<file path="src/estm_pkg.sv">
// Package: shared constants, item types and fixed-point helpers.
package estm_pkg;

   localparam int TRIG_FRAC_BITS  = 30;
   localparam int VALUE_FRAC_BITS = 16;
   localparam int STEPS           = 32;
   localparam int XY_FRAC         = 40;
   localparam int XY_W            = 43;
   localparam int Z_W             = 42;
   localparam int TRIG_W          = 33;
   localparam int ACC_W           = 68;
   localparam int RND_W           = ACC_W - TRIG_FRAC_BITS;
   localparam int QUEUE_DEPTH     = 4;
   localparam int QPTR_W          = $clog2(QUEUE_DEPTH);
   localparam int QCNT_W          = $clog2(QUEUE_DEPTH + 1);

   // angle reduction: hi = angle >>> 16, kept non-negative by a multiple of 360
   localparam int HI_BIAS     = 360 * 92;
   localparam int RECIP_SHIFT = 26;
   localparam int RECIP_360   = 186414;

   localparam logic signed [XY_W-1:0] GAIN_Q40 = 43'sd667681663043;
   localparam logic signed [Z_W-1:0]  DEG_PER_RAD_Q32 = 42'sd246083499214;

   localparam logic signed [26:0] FULL_DEG    = 27'sd360 <<< VALUE_FRAC_BITS;
   localparam logic signed [26:0] HALF_DEG    = 27'sd180 <<< VALUE_FRAC_BITS;
   localparam logic signed [26:0] QUARTER_DEG = 27'sd90 <<< VALUE_FRAC_BITS;

   // atan(2^-i) in units of 2^-32 degree
   function automatic logic signed [Z_W-1:0] atan_step(input int i);
      logic signed [Z_W-1:0] r;
      unique case (i)
         0:  r = 42'sd193273528320;
         1:  r = 42'sd114096026022;
         2:  r = 42'sd60285206653;
         3:  r = 42'sd30601712202;
         4:  r = 42'sd15360239180;
         5:  r = 42'sd7687607525;
         6:  r = 42'sd3844741810;
         7:  r = 42'sd1922488225;
         8:  r = 42'sd961258780;
         9:  r = 42'sd480631223;
         10: r = 42'sd240315841;
         11: r = 42'sd120157949;
         12: r = 42'sd60078978;
         13: r = 42'sd30039490;
         14: r = 42'sd15019745;
         15: r = 42'sd7509873;
         default: r = DEG_PER_RAD_Q32 >>> i;
      endcase
      return r;
   endfunction

   // round half up by TRIG_FRAC_BITS
   function automatic logic signed [RND_W-1:0] round_t(input logic signed [ACC_W-1:0] v);
      logic signed [ACC_W-1:0] s;
      s = v + (ACC_W'(1) <<< (TRIG_FRAC_BITS - 1));
      return RND_W'(s >>> TRIG_FRAC_BITS);
   endfunction

   typedef struct packed {
      logic signed [Z_W-1:0] z_x;
      logic signed [Z_W-1:0] z_y;
      logic signed [Z_W-1:0] z_z;
      logic [2:0]            flip;
      logic signed [31:0]    scale_x;
      logic signed [31:0]    scale_y;
      logic signed [31:0]    scale_z;
      logic [31:0]           shift_x;
      logic [31:0]           shift_y;
      logic [31:0]           shift_z;
   } work_type;

   typedef struct packed {
      logic [2:0]         flip;
      logic signed [31:0] scale_x;
      logic signed [31:0] scale_y;
      logic signed [31:0] scale_z;
      logic [95:0]        shift;
   } meta_type;

   typedef struct packed {
      logic push;
      logic pop;
   } qctl_type;

endpackage

</file>
<file path="src/estm_queue.sv">
// Short queue between front end and back end.
module estm_queue import estm_pkg::*; (
   input  logic     clock,
   input  logic     reset,
   input  qctl_type ctl,
   input  work_type wr_item,
   output work_type rd_item,
   output logic     full,
   output logic     empty
);

   work_type            mem_ff [QUEUE_DEPTH];
   logic [QPTR_W-1:0]   wr_ptr_ff, rd_ptr_ff;
   logic [QCNT_W-1:0]   count_ff, count_in;

   assign full    = count_ff == QCNT_W'(QUEUE_DEPTH);
   assign empty   = count_ff == '0;
   assign rd_item = mem_ff[rd_ptr_ff];

   always_comb begin
      count_in = count_ff;
      if (ctl.push && !ctl.pop) count_in = count_ff + 1'b1;
      if (!ctl.push && ctl.pop) count_in = count_ff - 1'b1;
   end

   // move pointers and count
   always_ff @(posedge clock) begin
      if (reset) begin
         wr_ptr_ff <= '0;
         rd_ptr_ff <= '0;
         count_ff  <= '0;
      end else begin
         if (ctl.push) wr_ptr_ff <= wr_ptr_ff + 1'b1;
         if (ctl.pop)  rd_ptr_ff <= rd_ptr_ff + 1'b1;
         count_ff <= count_in;
      end
   end

   always_ff @(posedge clock) begin
      if (ctl.push) mem_ff[wr_ptr_ff] <= wr_item;
   end

   a_count_bound: assert property (@(posedge clock) disable iff (reset)
      count_ff <= QCNT_W'(QUEUE_DEPTH)) else $error("queue count overrun");
   a_no_pop_empty: assert property (@(posedge clock) disable iff (reset)
      ctl.pop |-> !empty) else $error("pop from empty queue");
   a_no_push_full: assert property (@(posedge clock) disable iff (reset)
      ctl.push |-> (!full || ctl.pop)) else $error("push into full queue");
   a_count_track: assert property (@(posedge clock) disable iff (reset)
      (ctl.push && !ctl.pop) |=> count_ff == $past(count_ff) + 1'b1)
      else $error("queue count lost a push");

endmodule

</file>
<file path="config.mk">
export PLATFORM = sky130hd
export DESIGN_NAME = estm_queue
export DESIGN_NICKNAME = d
export VERILOG_FILES = /design/src/estm_pkg.sv /design/src/estm_queue.sv
export SDC_FILE = /design/constraint.sdc
export NUM_CORES = 1
export LEC_CHECK = 0
export BUFFER_PORTS_ARGS = -buffer_cell sky130_fd_sc_hd__buf_2
export CAP_MARGIN = 20
export CORE_ASPECT_RATIO = 1.5
export CORE_UTILIZATION = 61
export CTS_CLUSTER_DIAMETER = 150
export DETAILED_ROUTE_END_ITERATION = 8
export GPL_ROUTABILITY_DRIVEN = 1
export PLACE_DENSITY = 0.93
export RECOVER_POWER = 100
export SYNTH_ARGS = -nofsm -noshare
export SYNTH_HDL_FRONTEND = slang
export SYNTH_SLANG_ARGS = --single-unit
</file>
<file path="constraint.sdc">
create_clock -name clock -period 27.3 [get_ports clock]
set_clock_uncertainty 0.05 [all_clocks]
set_input_delay 4.095 -clock clock [delete_from_list [all_inputs] [get_ports clock]]
set_output_delay 4.095 -clock clock [all_outputs]
set_load 0.02 [all_outputs]
</file>
---- Word level (Yosys, flattened, before mapping) ----
Memory sizes are Yosys's and may differ from the RTL's. A register that Yosys moved wholly into a read port is not among the register bits.
Cells that the tools add are included.
storage, ports and cells
  output and inout port bits .............. 323
  memories ................................ 1
  register bits ........................... 7
  RAM bits ................................ 1,284
  bits of input ports ..................... 325
memory list
  memory  words  bits a word  rd ports  clocked after Yosys merged registers in  wr ports  RTL line          text
  mem_ff  4      321          1         1                                        1         estm_queue.sv:12  work_type mem_ff [QUEUE_DEPTH];
operators by class
  equality and inequality tests ........... 1
  $add $sub $neg .......................... 4
  reduce and logical (&&, ||, !) cells .... 6
  multiplexer cells ....................... 6
operators by type and width
  kind                                                                 count
  3-bit two-way mux                                                    2
  2-bit by 1-bit adder with 2-bit output (second input constant)       2
  2-bit two-way mux                                                    2
  3-bit by 1-bit adder with 3-bit output (second input constant)       1
  3-bit == test (second input constant)                                1
  3-bit logical NOT                                                    1
  3-bit by 1-bit subtractor with 3-bit output (second input constant)  1
  1-bit logical AND                                                    2
  1-bit logical NOT                                                    2
  1-bit two-way mux                                                    2
  2-bit nonzero test                                                   1

---- Logic depth before layout (Yosys ltp) ----
  depth in word-level cells ............... 4
  gate-level depth with buffers ........... 7
  gate-level depth less buffers ........... 7

---- Worst setup path after synthesis ----
Ideal clock, no wire load.
  path type ............................... input-to-reg
  start ................................... input ctl[1] (netlist name)
  end ..................................... memory mem_ff[0][0] (netlist name) (enable)
  arrival time ............................ 11.329 ns
  library setup time ...................... 0.723 ns
  cell stages on the path ................. 1
  buffers on the path ..................... 0
  slack ................................... 15.198 ns
  required time ........................... 26.527 ns
  path through ............................ and2_1
between the ends
  longest elaborated chain between the ends .. 2
ends and longest elaborated chain
  what                                     RTL line          text
  from (decl)                              estm_queue.sv:5   input qctl_type ctl,
  1-bit two-way mux                        estm_queue.sv:40  if (ctl.push) mem_ff[wr_ptr_ff] <= wr_item;
  1-bit two-way mux (not written as such)  estm_queue.sv:40
  to (decl)                                estm_queue.sv:12
Every way passes these cells.

==> out/qor.yml <==
synth.yosys.warnings: 0
multiInputGateArea_sq_mm: 0.007457
antenna_found_initial: 26
tritoncts: "built"
cts_made_buffers: 108
dp_cells: 3332
core_region_area_sq_mm: 0.07633
grt_max_degree: 75
start_kind: "flip-flop"
routed_wl_um: 118400
synth.lib_cells_used.distinct: 22
sequential_cell_area_sq_mm: 0.03874
avgSynthCellArea_sq_um: 27.30
finalHoldViolations: 0
via_per_inst: 6.408
dp_hpwl_um: 66720
synth-seq-cells: 1293
start_util: 0.6166
drv_cap: 27
max_slew_margin: -2.552
grt_pass1_vias: 23920
worst-path-max-fanout: 51
routed_wire_length_per_instance_um: 33.27
clock_period_minus_worst_slack_ps: 16310
rows: 124
syn_area_sq_mm: 0.04707
cts.htree.levels: 3
end_kind: "primary output"
clk_path_buf_depth: 3
cp.arrival_ps: 12170
clk_lat_worst_skew_ps: 670
cp.required_ps: 23160
route.detailed.drc: 0
layoutNonFillerInstCount: 3558
first_pass_grt_wire_length_um: 167200
critical_path.most_common_cell: "clkbuf_1"
cell_chosen_for_the_clock_root: "clkbuf_16"
fraction_of_final_layout_cells_with_drive_strength_greater_than_1: 0.1998
critPathMaxStageDelay_ps: 2990
outcome: "finished with violations"
fillers: 4317
grt_remaining_overflow: 0
gpl_congestion: 0.8106
first_drt_iteration_drcs: 2268
timing.setup.critical_path_class: "reg -> out"
area.growth.synth_to_final_pct: 14.51
max-vdd-ir-drop_uv: 96.03
cts_resized: 0
ant_nets: 0
worst-r2r-cell-count: 4
postSynthCellCount: 1724
setup_viol_count_final: 0
finalCritPeriodShare: 0.5975
worst_hold_check_path_type: "reg -> reg"
cts_hold_buffers: 0
min-delay-start: "count_ff[1]"
yosysSeqAreaShare: 0.8230
route.vias.total: 22800
fmaxAchievable_ghz: 0.06130
failed_checks: "capacitance limit, slew limit"
synthesized_netlist_net_count: 2055
timing.rr.start: "wr_ptr_ff[0]"
die_height_um: 342.2
setup-tns-final_ps: 0
floorplan.io_pins: 648
maxSlewViolCount: 1639
static_leakage_power_nw: 16.44
rsz0062_at_grt: "false"
die_extent_in_x_um: 228.8
worst-slew-pin-transition_ps: 5328
cp_cell_sequence: "clkbuf_1, clkbuf_1, clkbuf_1, mux4_2, clkbuf_1"
design.final.nets: 2766
dieArea_sq_mm: 0.07830
crit_slowest_cell: "clkbuf_1"
detailedRoute.firstPassIterationCount: 5
numPortBuffers: 647
gr-usage-all-layers: 0.2997
cts.clk_slew.worst_paths_ps: 60
cellPowerDensity_mw_per_mm2: 82.59
timing.hold.worst_path_depth: 2
post_cts.repair.setup_buffers: 0
clock_sink_count: 1293
==> cells in the mapped netlist <==
library cell / n / area (sq um)
nand2_1: 1 / 3.750
dfxtp_1: 9 / 180.2
buf_12: 32 / 640.6
mux2i_1: 1 / 10.01
buf_6: 1 / 11.26
edfxtp_1: 1284 / 38560
or3_1: 1 / 6.260
nor3_1: 1 / 5.000
xor2_1: 3 / 26.28
inv_1: 6 / 22.52
xnor2_1: 2 / 17.52
mux4_2: 321 / 7229
buf_2: 30 / 150.1
o21ai_0: 1 / 5.000
a21oi_1: 2 / 10.01
and3_1: 1 / 6.260
fa_1: 1 / 20.02
and2_1: 4 / 25.02
ha_1: 5 / 62.56
buf_4: 3 / 22.52
nor2_1: 8 / 30.03
clkbuf_1: 7 / 26.28
==> path summary, 6_finish.rpt <==
| path | end | slack [ps] |
|---|---|---|
| max | rd_item[288] | 10990 |
| max reg2reg | mem_ff[3][283] | 15820 |
| min reg2reg | count_ff[1] | 510 |
| min | count_ff[1] | 510 |
==> layer usage <==
layer	share of wire	track usage	wire length, um	vias to the layer above
li1	-	-	-	8926
met1	0.32	0.3643	38350	11850
met2	0.53	0.5206	62500	1720
met3	0.11	0.07881	12800	287
met4	0.039	0.1092	4648	14
met5	0.00079	0	93	-
==> registers in the layout, summed over array words and instances (netlist names), named ones only <==
| register | cells |
|---|---|
| count_ff | 3 |
| wr_ptr_ff | 2 |
| rd_ptr_ff | 2 |
| mem_ff | 1284 |
==> logic make-up (layout without fill, tap and decap cells) <==
kind of cell,after synthesis,count (layout),share of synthesized area
flops,1293,1293,0.8230
mux,322,322,0.1538
buf+inv,79,883,0.01855
simple gates,16,16,0.001621
fa+ha+maj,6,6,0.001754
xor+xnor,5,5,0.0009306
compound gates,3,3,0.0003189
other cells,0,22,0
==> power by group <==
group	switching [mW]	leakage (nW)	internal [mW]
Clock	0.718	1.86	0.934
Sequential	0.0363	11.9	2.30
Combinational	0.310	2.71	0.157
==> cell type report <==
class / count / area share
inverter: 6 / 0.0004179
clock inverter: 68 / 0.01586
sequential: 1293 / 0.7188
multi-input combinational: 352 / 0.1384
antenna: 22 / 0.001021
timing repair buffer: 674 / 0.04743
tap: 1008 / 0.02340
clock buffer: 135 / 0.05474
==> cell usage in the layout, fill, tap and decap left out, types with 2 or more instances in the layout <==
master,instances
edfxtp_1,1284
clkbuf_1,679
mux4_2,321
clkbuf_16,113
clkinv_2,23
diode_2,22
bufinv_16,17
clkinv_1,15
buf_2,9
nor2_1,8
dfxtp_1,8
inv_1,6
ha_1,5
clkinvlp_4,5
and2_0,4
clkbuf_8,4
buf_4,4
xor2_1,3
clkinv_4,3
xnor2_1,2
a21oi_1,2
inv_16,2
clkinv_16,2
==> critical path: cells and delay by family (launching register included) <==
family                 cells  cell delay [ps]
flip-flops                 1             1720
buffers and inverters      4             8800
multiplexers               1              820
==> through the flow <==
stage                     total power, mW  instance area [sq um]  setup WS [ps]    util  hold WS, ps
final                               4.452                  53900          10990  0.7061        511.8
after floorplan                     2.684                  47070          15200       -        416.9
after CTS                           4.471                  54730          17960  0.7170        509.4
after global placement              2.794                  50930          18820  0.6672        426.3
after detailed placement            2.830                  50930          18680  0.6672        494.0
after global routing                4.555                  53890           9114  0.7060        524.6
Note: power is estimated with default switching activity, not from simulation.
