--- config.mk ---
export PLATFORM = sky130hd
export DESIGN_NAME = estm_front
export DESIGN_NICKNAME = d
export VERILOG_FILES = /design/src/estm_pkg.sv /design/src/estm_front.sv
export SDC_FILE = /design/constraint.sdc
export NUM_CORES = 1
export LEC_CHECK = 0
export ABC_CLOCK_PERIOD_IN_PS = 18700
export BUFFER_PORTS_ARGS = -buffer_cell sky130_fd_sc_hd__buf_2
export CAP_MARGIN = 20
export CORE_MARGIN = 2
export CORE_UTILIZATION = 42
export DETAILED_ROUTE_END_ITERATION = 16
export HOLD_SLACK_MARGIN = 0.15
export PLACE_DENSITY = 0.59
export SYNTH_ARGS = -nofsm -noshare
export SYNTH_HDL_FRONTEND = slang
export SYNTH_SLANG_ARGS = --single-unit
--- constraint.sdc ---
create_clock -name clock -period 18.7 [get_ports clock]
set_input_delay 1.87 -clock clock [delete_from_list [all_inputs] [get_ports clock]]
set_output_delay 1.87 -clock clock [all_outputs]
set_load 0.005 [all_outputs]
--- src/estm_pkg.sv ---
// Package: shared constants, item types and fixed-point helpers.
package estm_pkg;

   localparam int TRIG_FRAC_BITS  = 30;
   localparam int VALUE_FRAC_BITS = 16;
   localparam int STEPS           = 32;
   localparam int XY_FRAC         = 40;
   localparam int XY_W            = 43;
   localparam int Z_W             = 42;
   localparam int TRIG_W          = 33;
   localparam int ACC_W           = 68;
   localparam int RND_W           = ACC_W - TRIG_FRAC_BITS;
   localparam int QUEUE_DEPTH     = 4;
   localparam int QPTR_W          = $clog2(QUEUE_DEPTH);
   localparam int QCNT_W          = $clog2(QUEUE_DEPTH + 1);

   // angle reduction: hi = angle >>> 16, kept non-negative by a multiple of 360
   localparam int HI_BIAS     = 360 * 92;
   localparam int RECIP_SHIFT = 26;
   localparam int RECIP_360   = 186414;

   localparam logic signed [XY_W-1:0] GAIN_Q40 = 43'sd667681663043;
   localparam logic signed [Z_W-1:0]  DEG_PER_RAD_Q32 = 42'sd246083499214;

   localparam logic signed [26:0] FULL_DEG    = 27'sd360 <<< VALUE_FRAC_BITS;
   localparam logic signed [26:0] HALF_DEG    = 27'sd180 <<< VALUE_FRAC_BITS;
   localparam logic signed [26:0] QUARTER_DEG = 27'sd90 <<< VALUE_FRAC_BITS;

   // atan(2^-i) in units of 2^-32 degree
   function automatic logic signed [Z_W-1:0] atan_step(input int i);
      logic signed [Z_W-1:0] r;
      unique case (i)
         0:  r = 42'sd193273528320;
         1:  r = 42'sd114096026022;
         2:  r = 42'sd60285206653;
         3:  r = 42'sd30601712202;
         4:  r = 42'sd15360239180;
         5:  r = 42'sd7687607525;
         6:  r = 42'sd3844741810;
         7:  r = 42'sd1922488225;
         8:  r = 42'sd961258780;
         9:  r = 42'sd480631223;
         10: r = 42'sd240315841;
         11: r = 42'sd120157949;
         12: r = 42'sd60078978;
         13: r = 42'sd30039490;
         14: r = 42'sd15019745;
         15: r = 42'sd7509873;
         default: r = DEG_PER_RAD_Q32 >>> i;
      endcase
      return r;
   endfunction

   // round half up by TRIG_FRAC_BITS
   function automatic logic signed [RND_W-1:0] round_t(input logic signed [ACC_W-1:0] v);
      logic signed [ACC_W-1:0] s;
      s = v + (ACC_W'(1) <<< (TRIG_FRAC_BITS - 1));
      return RND_W'(s >>> TRIG_FRAC_BITS);
   endfunction

   typedef struct packed {
      logic signed [Z_W-1:0] z_x;
      logic signed [Z_W-1:0] z_y;
      logic signed [Z_W-1:0] z_z;
      logic [2:0]            flip;
      logic signed [31:0]    scale_x;
      logic signed [31:0]    scale_y;
      logic signed [31:0]    scale_z;
      logic [31:0]           shift_x;
      logic [31:0]           shift_y;
      logic [31:0]           shift_z;
   } work_type;

   typedef struct packed {
      logic [2:0]         flip;
      logic signed [31:0] scale_x;
      logic signed [31:0] scale_y;
      logic signed [31:0] scale_z;
      logic [95:0]        shift;
   } meta_type;

   typedef struct packed {
      logic push;
      logic pop;
   } qctl_type;

endpackage

--- src/estm_front.sv ---
// Front end: accepts items, reduces and folds the three angles.
module estm_front import estm_pkg::*; (
   input  logic           clock,
   input  logic           reset,
   input  logic           in_valid,
   output logic           in_ready,
   input  logic [287:0]   in_data,
   output logic           out_valid,
   input  logic           out_ready,
   output work_type       out_item
);

   logic        a_valid_ff, a_valid_in, b_valid_ff, b_valid_in;
   logic        en;
   logic [16:0] u_ff [3];
   logic [8:0]  q_ff [3];
   logic [15:0] lo_ff [3];
   logic [287:0] data_a_ff;
   work_type    item_ff, item_in;
   logic [16:0] u_in [3];
   logic [8:0]  q_in [3];

   assign en        = !b_valid_ff || out_ready;
   assign in_ready  = en;
   assign a_valid_in = in_valid;
   assign b_valid_in = a_valid_ff;

   // estimate quotient of the integer degrees by 360
   always_comb begin
      logic signed [17:0] hi;
      logic [34:0]        prod;
      for (int k = 0; k < 3; k++) begin
         hi = 18'(signed'(in_data[32*k+16 +: 16])) + 18'(HI_BIAS);
         u_in[k] = hi[16:0];
         prod = 35'(u_in[k]) * 35'(RECIP_360);
         q_in[k] = prod[RECIP_SHIFT +: 9];
      end
   end

   // remainder, then fold into [-90, 90] degrees
   always_comb begin
      logic [16:0]        rem;
      logic signed [26:0] r;
      logic [2:0]         fl;
      logic signed [Z_W-1:0] z [3];
      for (int k = 0; k < 3; k++) begin
         rem = u_ff[k] - 17'(q_ff[k]) * 17'd360;
         r = signed'({2'b00, rem[8:0], lo_ff[k]});
         fl[k] = 1'b0;
         if (r > HALF_DEG) r = r - FULL_DEG;
         if (r > QUARTER_DEG) begin
            r = r - HALF_DEG;
            fl[k] = 1'b1;
         end else if (r < -QUARTER_DEG) begin
            r = r + HALF_DEG;
            fl[k] = 1'b1;
         end
         z[k] = Z_W'(r) <<< (32 - VALUE_FRAC_BITS);
      end
      item_in.z_x     = z[0];
      item_in.z_y     = z[1];
      item_in.z_z     = z[2];
      item_in.flip    = fl;
      item_in.scale_x = data_a_ff[96 +: 32];
      item_in.scale_y = data_a_ff[128 +: 32];
      item_in.scale_z = data_a_ff[160 +: 32];
      item_in.shift_x = data_a_ff[192 +: 32];
      item_in.shift_y = data_a_ff[224 +: 32];
      item_in.shift_z = data_a_ff[256 +: 32];
   end

   // advance both stages unless the queue holds back
   always_ff @(posedge clock) begin
      if (reset) begin
         a_valid_ff <= 1'b0;
         b_valid_ff <= 1'b0;
      end else if (en) begin
         a_valid_ff <= a_valid_in;
         b_valid_ff <= b_valid_in;
      end
   end

   always_ff @(posedge clock) begin
      if (en) begin
         data_a_ff <= in_data;
         item_ff   <= item_in;
         for (int k = 0; k < 3; k++) begin
            u_ff[k]  <= u_in[k];
            q_ff[k]  <= q_in[k];
            lo_ff[k] <= in_data[32*k +: 16];
         end
      end
   end

   assign out_valid = b_valid_ff;
   assign out_item  = item_ff;

endmodule

# After elaboration in Yosys (flattened, before gate mapping)
# Memory sizes are Yosys's and may differ from the RTL's.
# Cells that the tools add are included.
[word_totals]
n_memories = 3
regBits = 563
output_inout_bits = 323
inputBits = 292
latch_bits = 0
ramBits = 126
elab_cells = 64
rom_bits = 0
[op_classes]
n_reduce_logical = 2
n_addsub = 15
n_shift = 0
n_eq_ne = 0
div_mod_pow = 0
n_mul = 6
bitwise_logic = 0
n_mux = 14
magnitude_cmp = 9
[mem_list]
columns = ["memory", "words", "width", "read_ports", "rd_ports_with_merged_regs", "write_ports", "line_no", "rtl"]
rows = [
  ["u_ff", 3, 17, 3, 0, 3, "estm_front.sv:15", "logic [16:0] u_ff [3];"],
  ["lo_ff", 3, 16, 3, 0, 3, "estm_front.sv:17", "logic [15:0] lo_ff [3];"],
  ["q_ff", 3, 9, 3, 0, 3, "estm_front.sv:16", "logic [8:0] q_ff [3];"],
]
[ops]
columns = ["operator", "n"]
rows = [
  ["$mux 26", 6],
  ["$mul 17x17->34 const B", 3],
  ["$gt 27x24->1 const B", 3],
  ["$lt 27x24->1 const B", 3],
  ["$mux 27", 3],
  ["$add 26x25->26 const B", 3],
  ["$sub 25x25->26 const B", 3],
  ["$sub 26x25->26 const B", 3],
  ["$gt 25x24->1 const B", 3],
  ["$add 16x17->17 const B", 3],
  ["$mul 9x6->6 const B", 3],
  ["$sub 9x9->9", 3],
  ["$mux 1", 5],
  ["$logic_not 1->1", 1],
  ["$logic_or 1x1->1", 1],
]

# Depth between registers and ports, before layout
# Gate-level depths: netlist of the first run.
# An unclocked memory read counts as a cell.
[logic_depth]
word_depth = 8
depth_mapped = 28
ltp_nobuf = 27

# Least setup slack after synthesis of the first run
# OpenSTA, ideal clock, no wires.
[synth_timing]
path_type = "input-to-output"
start = "in out_ready"
end = "out in_ready"
required_ns = 16.830
path_slack_ns = 1.585
t_arrival_ns = 15.245
n_path_buf = 0
path_stages = 1
cell_sequence = "nand2b_1"
[synth_via]
elab_chain_cells = 1
[synth_lines]
columns = ["element", "line_no", "rtl"]
rows = [
  ["from (decl)", "estm_front.sv:9", "input logic out_ready,"],
  ["$logic_or 1x1->1", "estm_front.sv:23", "assign en = !b_valid_ff || out_ready;"],
  ["to (decl)", "estm_front.sv:6", "output logic in_ready,"],
]
# No other way between the ends.

==> results of run 1 <==
registers in the layout, indices dropped and copies added (netlist names):
signal and flops:
q_ff 18, out_valid 1, out_item 273, a_valid_ff 1, u_ff 12, data_a_ff 255
worst max-delay path: stages:
cell and delay (ns):
buf_2 0.14, inv_1 0.17, ha_1 0.22, inv_1 0.05
a21oi_1 0.27, nand3b_1 0.23, xor2_1 0.29, inv_1 0.15
and2_1 0.25, a21oi_1 0.45, fa_1 0.49, inv_1 0.09
fa_1 0.41, fa_1 0.56, inv_1 0.05, ha_1 0.30
ha_1 0.30, ha_1 0.33, and3_1 0.23, a221o_1 0.29
a21o_1 0.21, a41o_1 0.22, o31ai_1 0.07, a21oi_1 0.12
a211oi_1 0.38, o21bai_1 0.14, xnor2_1 0.15
routing by layer:
| layer | vias up | GRT usage, % | part of all wire (%) |
|---|---|---|---|
| li1 | 10000 | - | - |
| met1 | 10100 | 23.5 | 42 |
| met2 | 516 | 32.0 | 50 |
| met3 | 112 | 3.24 | 5.5 |
| met4 | 4 | 4.57 | 2.0 |
| met5 | - | 0 | 0.036 |
layout make-up:
class / count / area, sq um
clock inverters: 42 / 420
clock buffers: 73 / 1590
well taps: 1060 / 1330
inverters: 559 / 2100
multi-input cells: 1486 / 15000
repair buffers: 573 / 2910
fillers: 7106 / 40400
diodes: 7 / 17.5
flip-flops and latches: 560 / 16800
cell usage after synthesis, types with 38 or more instances:
cell type    n
a21oi_1     74
edfxtp_1   558
nor2_1      81
nand2_1     65
a21o_1      38
inv_1      557
xor2_1      76
fa_1       209
buf_4       48
o21ai_0     54
ha_1       424
xnor2_1    131
path summary, 6_finish.rpt:
check,to,depth (start not counted),slack (ns)
setup / recovery,q_ff[0][14],27,10.68
hold reg to reg,out_item[149],0,0.41
hold / removal,out_item[149],0,0.41
setup reg to reg,out_item[314],17,13.65
cells in the final DEF (no fill, tap or decap), types with 7 or more instances in the layout:
cell / n
nor4_1: 10
nand2_1: 65
a211oi_1: 8
clkinv_1: 9
nor3_1: 17
nor2_1: 81
clkbuf_1: 11
diode_2: 7
or2_2: 10
nand2b_1: 29
clkbuf_16: 62
and2_1: 12
conb_1: 50
and3_1: 8
o21bai_1: 7
o21ai_0: 54
a21o_1: 38
inv_1: 557
ha_1: 424
nand3_1: 30
edfxtp_1: 558
a21oi_1: 74
xnor2_1: 131
fa_1: 209
nand4_1: 11
o22ai_1: 13
buf_2: 567
clkinv_2: 11
o21a_1: 17
xor2_1: 76
per-stage QoR:
step           worst slack (ns)  util, %  hold WS, ns
4_1_cts                   10.74     49.9        0.415
6_report                  10.68     49.9        0.414
2_1_floorplan              1.59        -        0.400
3_3_place_gp              10.26     47.4        0.400
3_5_place_dp              10.07     47.4        0.405
5_1_grt                   10.29     49.9        0.421
kinds of logic (layout without fill, tap and decap cells):
| group | count (synthesis) | in the layout | synth area share [%] |
|---|---|---|---|
| adders and majority gates | 633 | 633 | 27.8 |
| buffers and inverters | 616 | 1247 | 7.31 |
| DFF | 560 | 560 | 49.2 |
| and+or+nand+nor | 298 | 298 | 4.31 |
| AOI/OAI and AO/OA | 287 | 287 | 5.62 |
| xor gates and xnor gates | 211 | 211 | 5.50 |
| muxes | 7 | 7 | 0.213 |
| other | 1 | 57 | 0.0110 |
==> impl_metrics.toml, run 1 <==
[outcome]
status = "finished clean"

[synthesis]
ys_ff_latch = 560
yosys_warnings = 0
synth_area_leaders = "edfxtp_1 49%, ha_1 16%, fa_1 12%"
synth_cell_types = 81
synth_edf_count = 558
yosysTopAreaCell = "edfxtp_1"
syn_area_sq_um = 34100
synthArstFlopShare_pct = 0
seq_area_frac_synth_pct = 49.2
synthFlopType = "edfxtp_1"
avgSynthCellArea_sq_um = 13.1
synth_cells = 2613
yosysTopAreaCellShare_pct = 49.1

[sta]
fin_tns_setup_ns = 0
max_slew_margin_pct = 30.3
finalClockSkew_ns = 0.0540
worst_pin_slew_ns = 1.05
final_hold_viol_count = 0
fin_crit_ns = 8.02
slew_viol_final = 0
max_freq_mhz = 125
finalSetupViolCount = 0
rsz0062_at_grt = "no"
period_share_pct = 42.9

[floorplan]
pin_count = 615
die_y_um = 289
core_sq_um = 80500
die_x_um = 289
design.die.area_sq_um = 83500
start_util_pct = 42.4
rows = 104

[routing]
via_count = 20800
vias_per_cell = 4.77
ant_nets = 0
wire_per_inst_um = 18.0
drtPass1Iterations = 7
first_iter_violations = 1017
drt-total-wl_mm = 78.5
drc = 0

[hold_path]
holdCritStartpoint = "data_a_ff[149]"
hold_path.class = "flip-flop to flip-flop"

[final_layout]
drive_above_1_share_pct = 21.5
final_net_count = 4166
stdcell_count = 4360
final_area_sq_um = 40200
area_growth_pct = 17.8

[setup_path]
cp_max_fo = 6
required_ns = 19.09
arrival_ns = 8.41
crit_path_end_kind = "flip-flop"
crit_start = "in_data[53]"
crit_path_start_kind = "input port"
worst-setup-path-type = "input port to flip-flop"
worstReg2RegStart = "q_ff[0][2]"

[clock_network]
cts_root_buf = "clkbuf_16"
clock_latency_ns = 0.64
cts_resized = 0
post_cts_buffers = 0
clk_pin_slew_worst_paths_ns = 0.06
cts_buffers = 61
cts_tree = "done"
cts.sinks = 560
cts_max_level = 2
clk_path_buf_depth = 3
hold_buffers = 0

[place]
portBuffers = 566
hpwl_mm = 64.2
placedCellCount = 4237
placed_area_sq_um = 38100
gp_congestion = 0.917

[global_route]
grt_first_pass_wirelength_mm = 119
grt_pass1_vias = 21400
grt_use_total_pct = 18.3
antenna_found_initial = 7
grt_start_max_net_pins = 193
grt-ovfl-total = 0

[job]
cap_violations = 0
Power of run 1 is not shown: default switching activity piles up to over one toggle a cycle in this logic, so the estimate is an artifact.
==> run 2: changes to the inputs <==
- ABC_CLOCK_PERIOD_IN_PS: 18700 -> 6900
- PLACE_DENSITY: 0.59 -> 0.61
- clock period: 18.7 -> 6.9 ns (I/O delays scaled with it)
==> impl_metrics.toml, run 2 (synthesized netlist as in run 1, its figures left out) <==
[outcome]
status = "finished clean"

[global_route]
grt_start_max_net_pins = 171
grt_first_pass_wirelength_mm = 115
grt_pass1_vias = 20800
antenna_found_initial = 4
grt_use_total_pct = 18.0
grt-ovfl-total = 0

[routing]
drc = 0
via_count = 20600
vias_per_cell = 4.69
first_iter_violations = 1026
ant_nets = 0
drtPass1Iterations = 5
wire_per_inst_um = 17.4
drt-total-wl_mm = 76.4

[place]
gp_congestion = 0.884
portBuffers = 566
hpwl_mm = 62.6
placed_area_sq_um = 38500

[clock_network]
cts_tree = "done"
post_cts_buffers = 0
hold_buffers = 0
cts_root_buf = "clkbuf_16"
clk_pin_slew_worst_paths_ns = 0.06
clock_latency_ns = 0.61
cts_resized = 0
clk_path_buf_depth = 3
cts_buffers = 66
cts_max_level = 3
cts.sinks = 560

[floorplan]
die_x_um = 289
start_util_pct = 42.4
design.die.area_sq_um = 83500
core_sq_um = 80500
rows = 104
pin_count = 615
die_y_um = 289

[final_layout]
final_net_count = 4211
nFillCells = 7164
seqCellArea_sq_um = 16800
multi_input_area_sq_um = 15000
final_area_sq_um = 40600
final_common_cell = "buf_2"
largest_reg_flops = 273
final_util_pct = 50.4
drive_above_1_share_pct = 22.4
final_cell_mix = "566 x buf_2, 558 x edfxtp_1, 557 x inv_1"
area_growth_pct = 18.9

[setup_path]
arrival_ns = 6.59
crit_path_end_kind = "flip-flop"
cp_max_fo = 4
worst-setup-path-type = "input port to flip-flop"
crit_path_start_kind = "input port"
required_ns = 7.24

[sta]
fin_crit_ns = 6.24
max_slew_margin_pct = 31.6
slew_viol_final = 0
fin_tns_setup_ns = 0
worst_pin_slew_ns = 1.03
finalSetupViolCount = 0
max_freq_mhz = 160
finalClockSkew_ns = 0.0250
rsz0062_at_grt = "no"
period_share_pct = 90.5
final_hold_viol_count = 0

[job]
cap_violations = 0

[hold_path]
hold_path.class = "input port to flip-flop"
-- run 2: cell count changes in the layout (fill, tap and decap cells not counted), sizes merged --
cell / delta
buf: +40
clkinv: +8
diode: -5
clkinvlp: -4
bufinv: -2
clkbuf: +2
inv: -2
-- run 2: stage by stage --
| step | hold slack [ns] | instances | worst slack [ns] |
|---|---|---|---|
| floorplan | 0.400 | 2662 | 0.300 |
| global placement | 0.400 | 4278 | 0.146 |
| detailed placement | 0.405 | 4278 | 0.0774 |
| CTS | 0.194 | 4395 | 0.717 |
| global route | 0.213 | 4397 | 0.333 |
| finish | 0.255 | 4397 | 0.657 |
-- run 2: metal layers --
| layer | vias to the layer above | part of all wire (%) | GRT usage, % |
|---|---|---|---|
| met5 | - | 0.035 | 0 |
| met3 | 112 | 5.8 | 3.99 |
| li1 | 10100 | - | - |
| met2 | 464 | 49 | 30.5 |
| met1 | 9904 | 42 | 23.2 |
| met4 | 4 | 2.4 | 4.83 |
-- run 2: worst paths after layout --
kind | startpoint | to | slack [ns] | cells after the start
worst max-delay path | in_data[53] | q_ff[0][14] | 0.66 | 27
worst min register to register | data_a_ff[174] | out_item[110] | 0.40 | 0
worst min-delay path | in_data[275] | data_a_ff[275] | 0.25 | 1
worst max register to register | q_ff[0][2] | out_item[314] | 1.88 | 17
-- run 2: final cells by class --
| class | count | share of cell area (%) |
|---|---|---|
| Sequential cell | 560 | 41.4 |
| Multi-Input combinational cell | 1486 | 37.0 |
| Timing Repair Buffer | 613 | 7.92 |
| Inverter | 559 | 5.17 |
| Clock buffer | 75 | 4.16 |
| Tap cell | 1060 | 3.27 |
| Clock inverter | 42 | 1.01 |
| Antenna cell | 2 | 0.0123 |
-- run 2: worst max-delay path, cell delays in order --
cell      delay [ns]
buf_2           0.13
inv_1           0.08
ha_1            0.19
inv_1           0.05
a21oi_1         0.28
nand3b_1        0.24
xor2_1          0.20
inv_1           0.12
and2_1          0.18
a21oi_1         0.23
fa_1            0.43
inv_1           0.09
fa_1            0.41
fa_1            0.55
inv_1           0.04
ha_1            0.28
ha_1            0.30
ha_1            0.33
and3_1          0.22
a221o_1         0.29
a21o_1          0.22
a41o_1          0.23
o31ai_1         0.07
a21oi_1         0.13
a211oi_1        0.35
o21bai_1        0.12
xnor2_1         0.13
Power of run 2 is left out for the same reason.
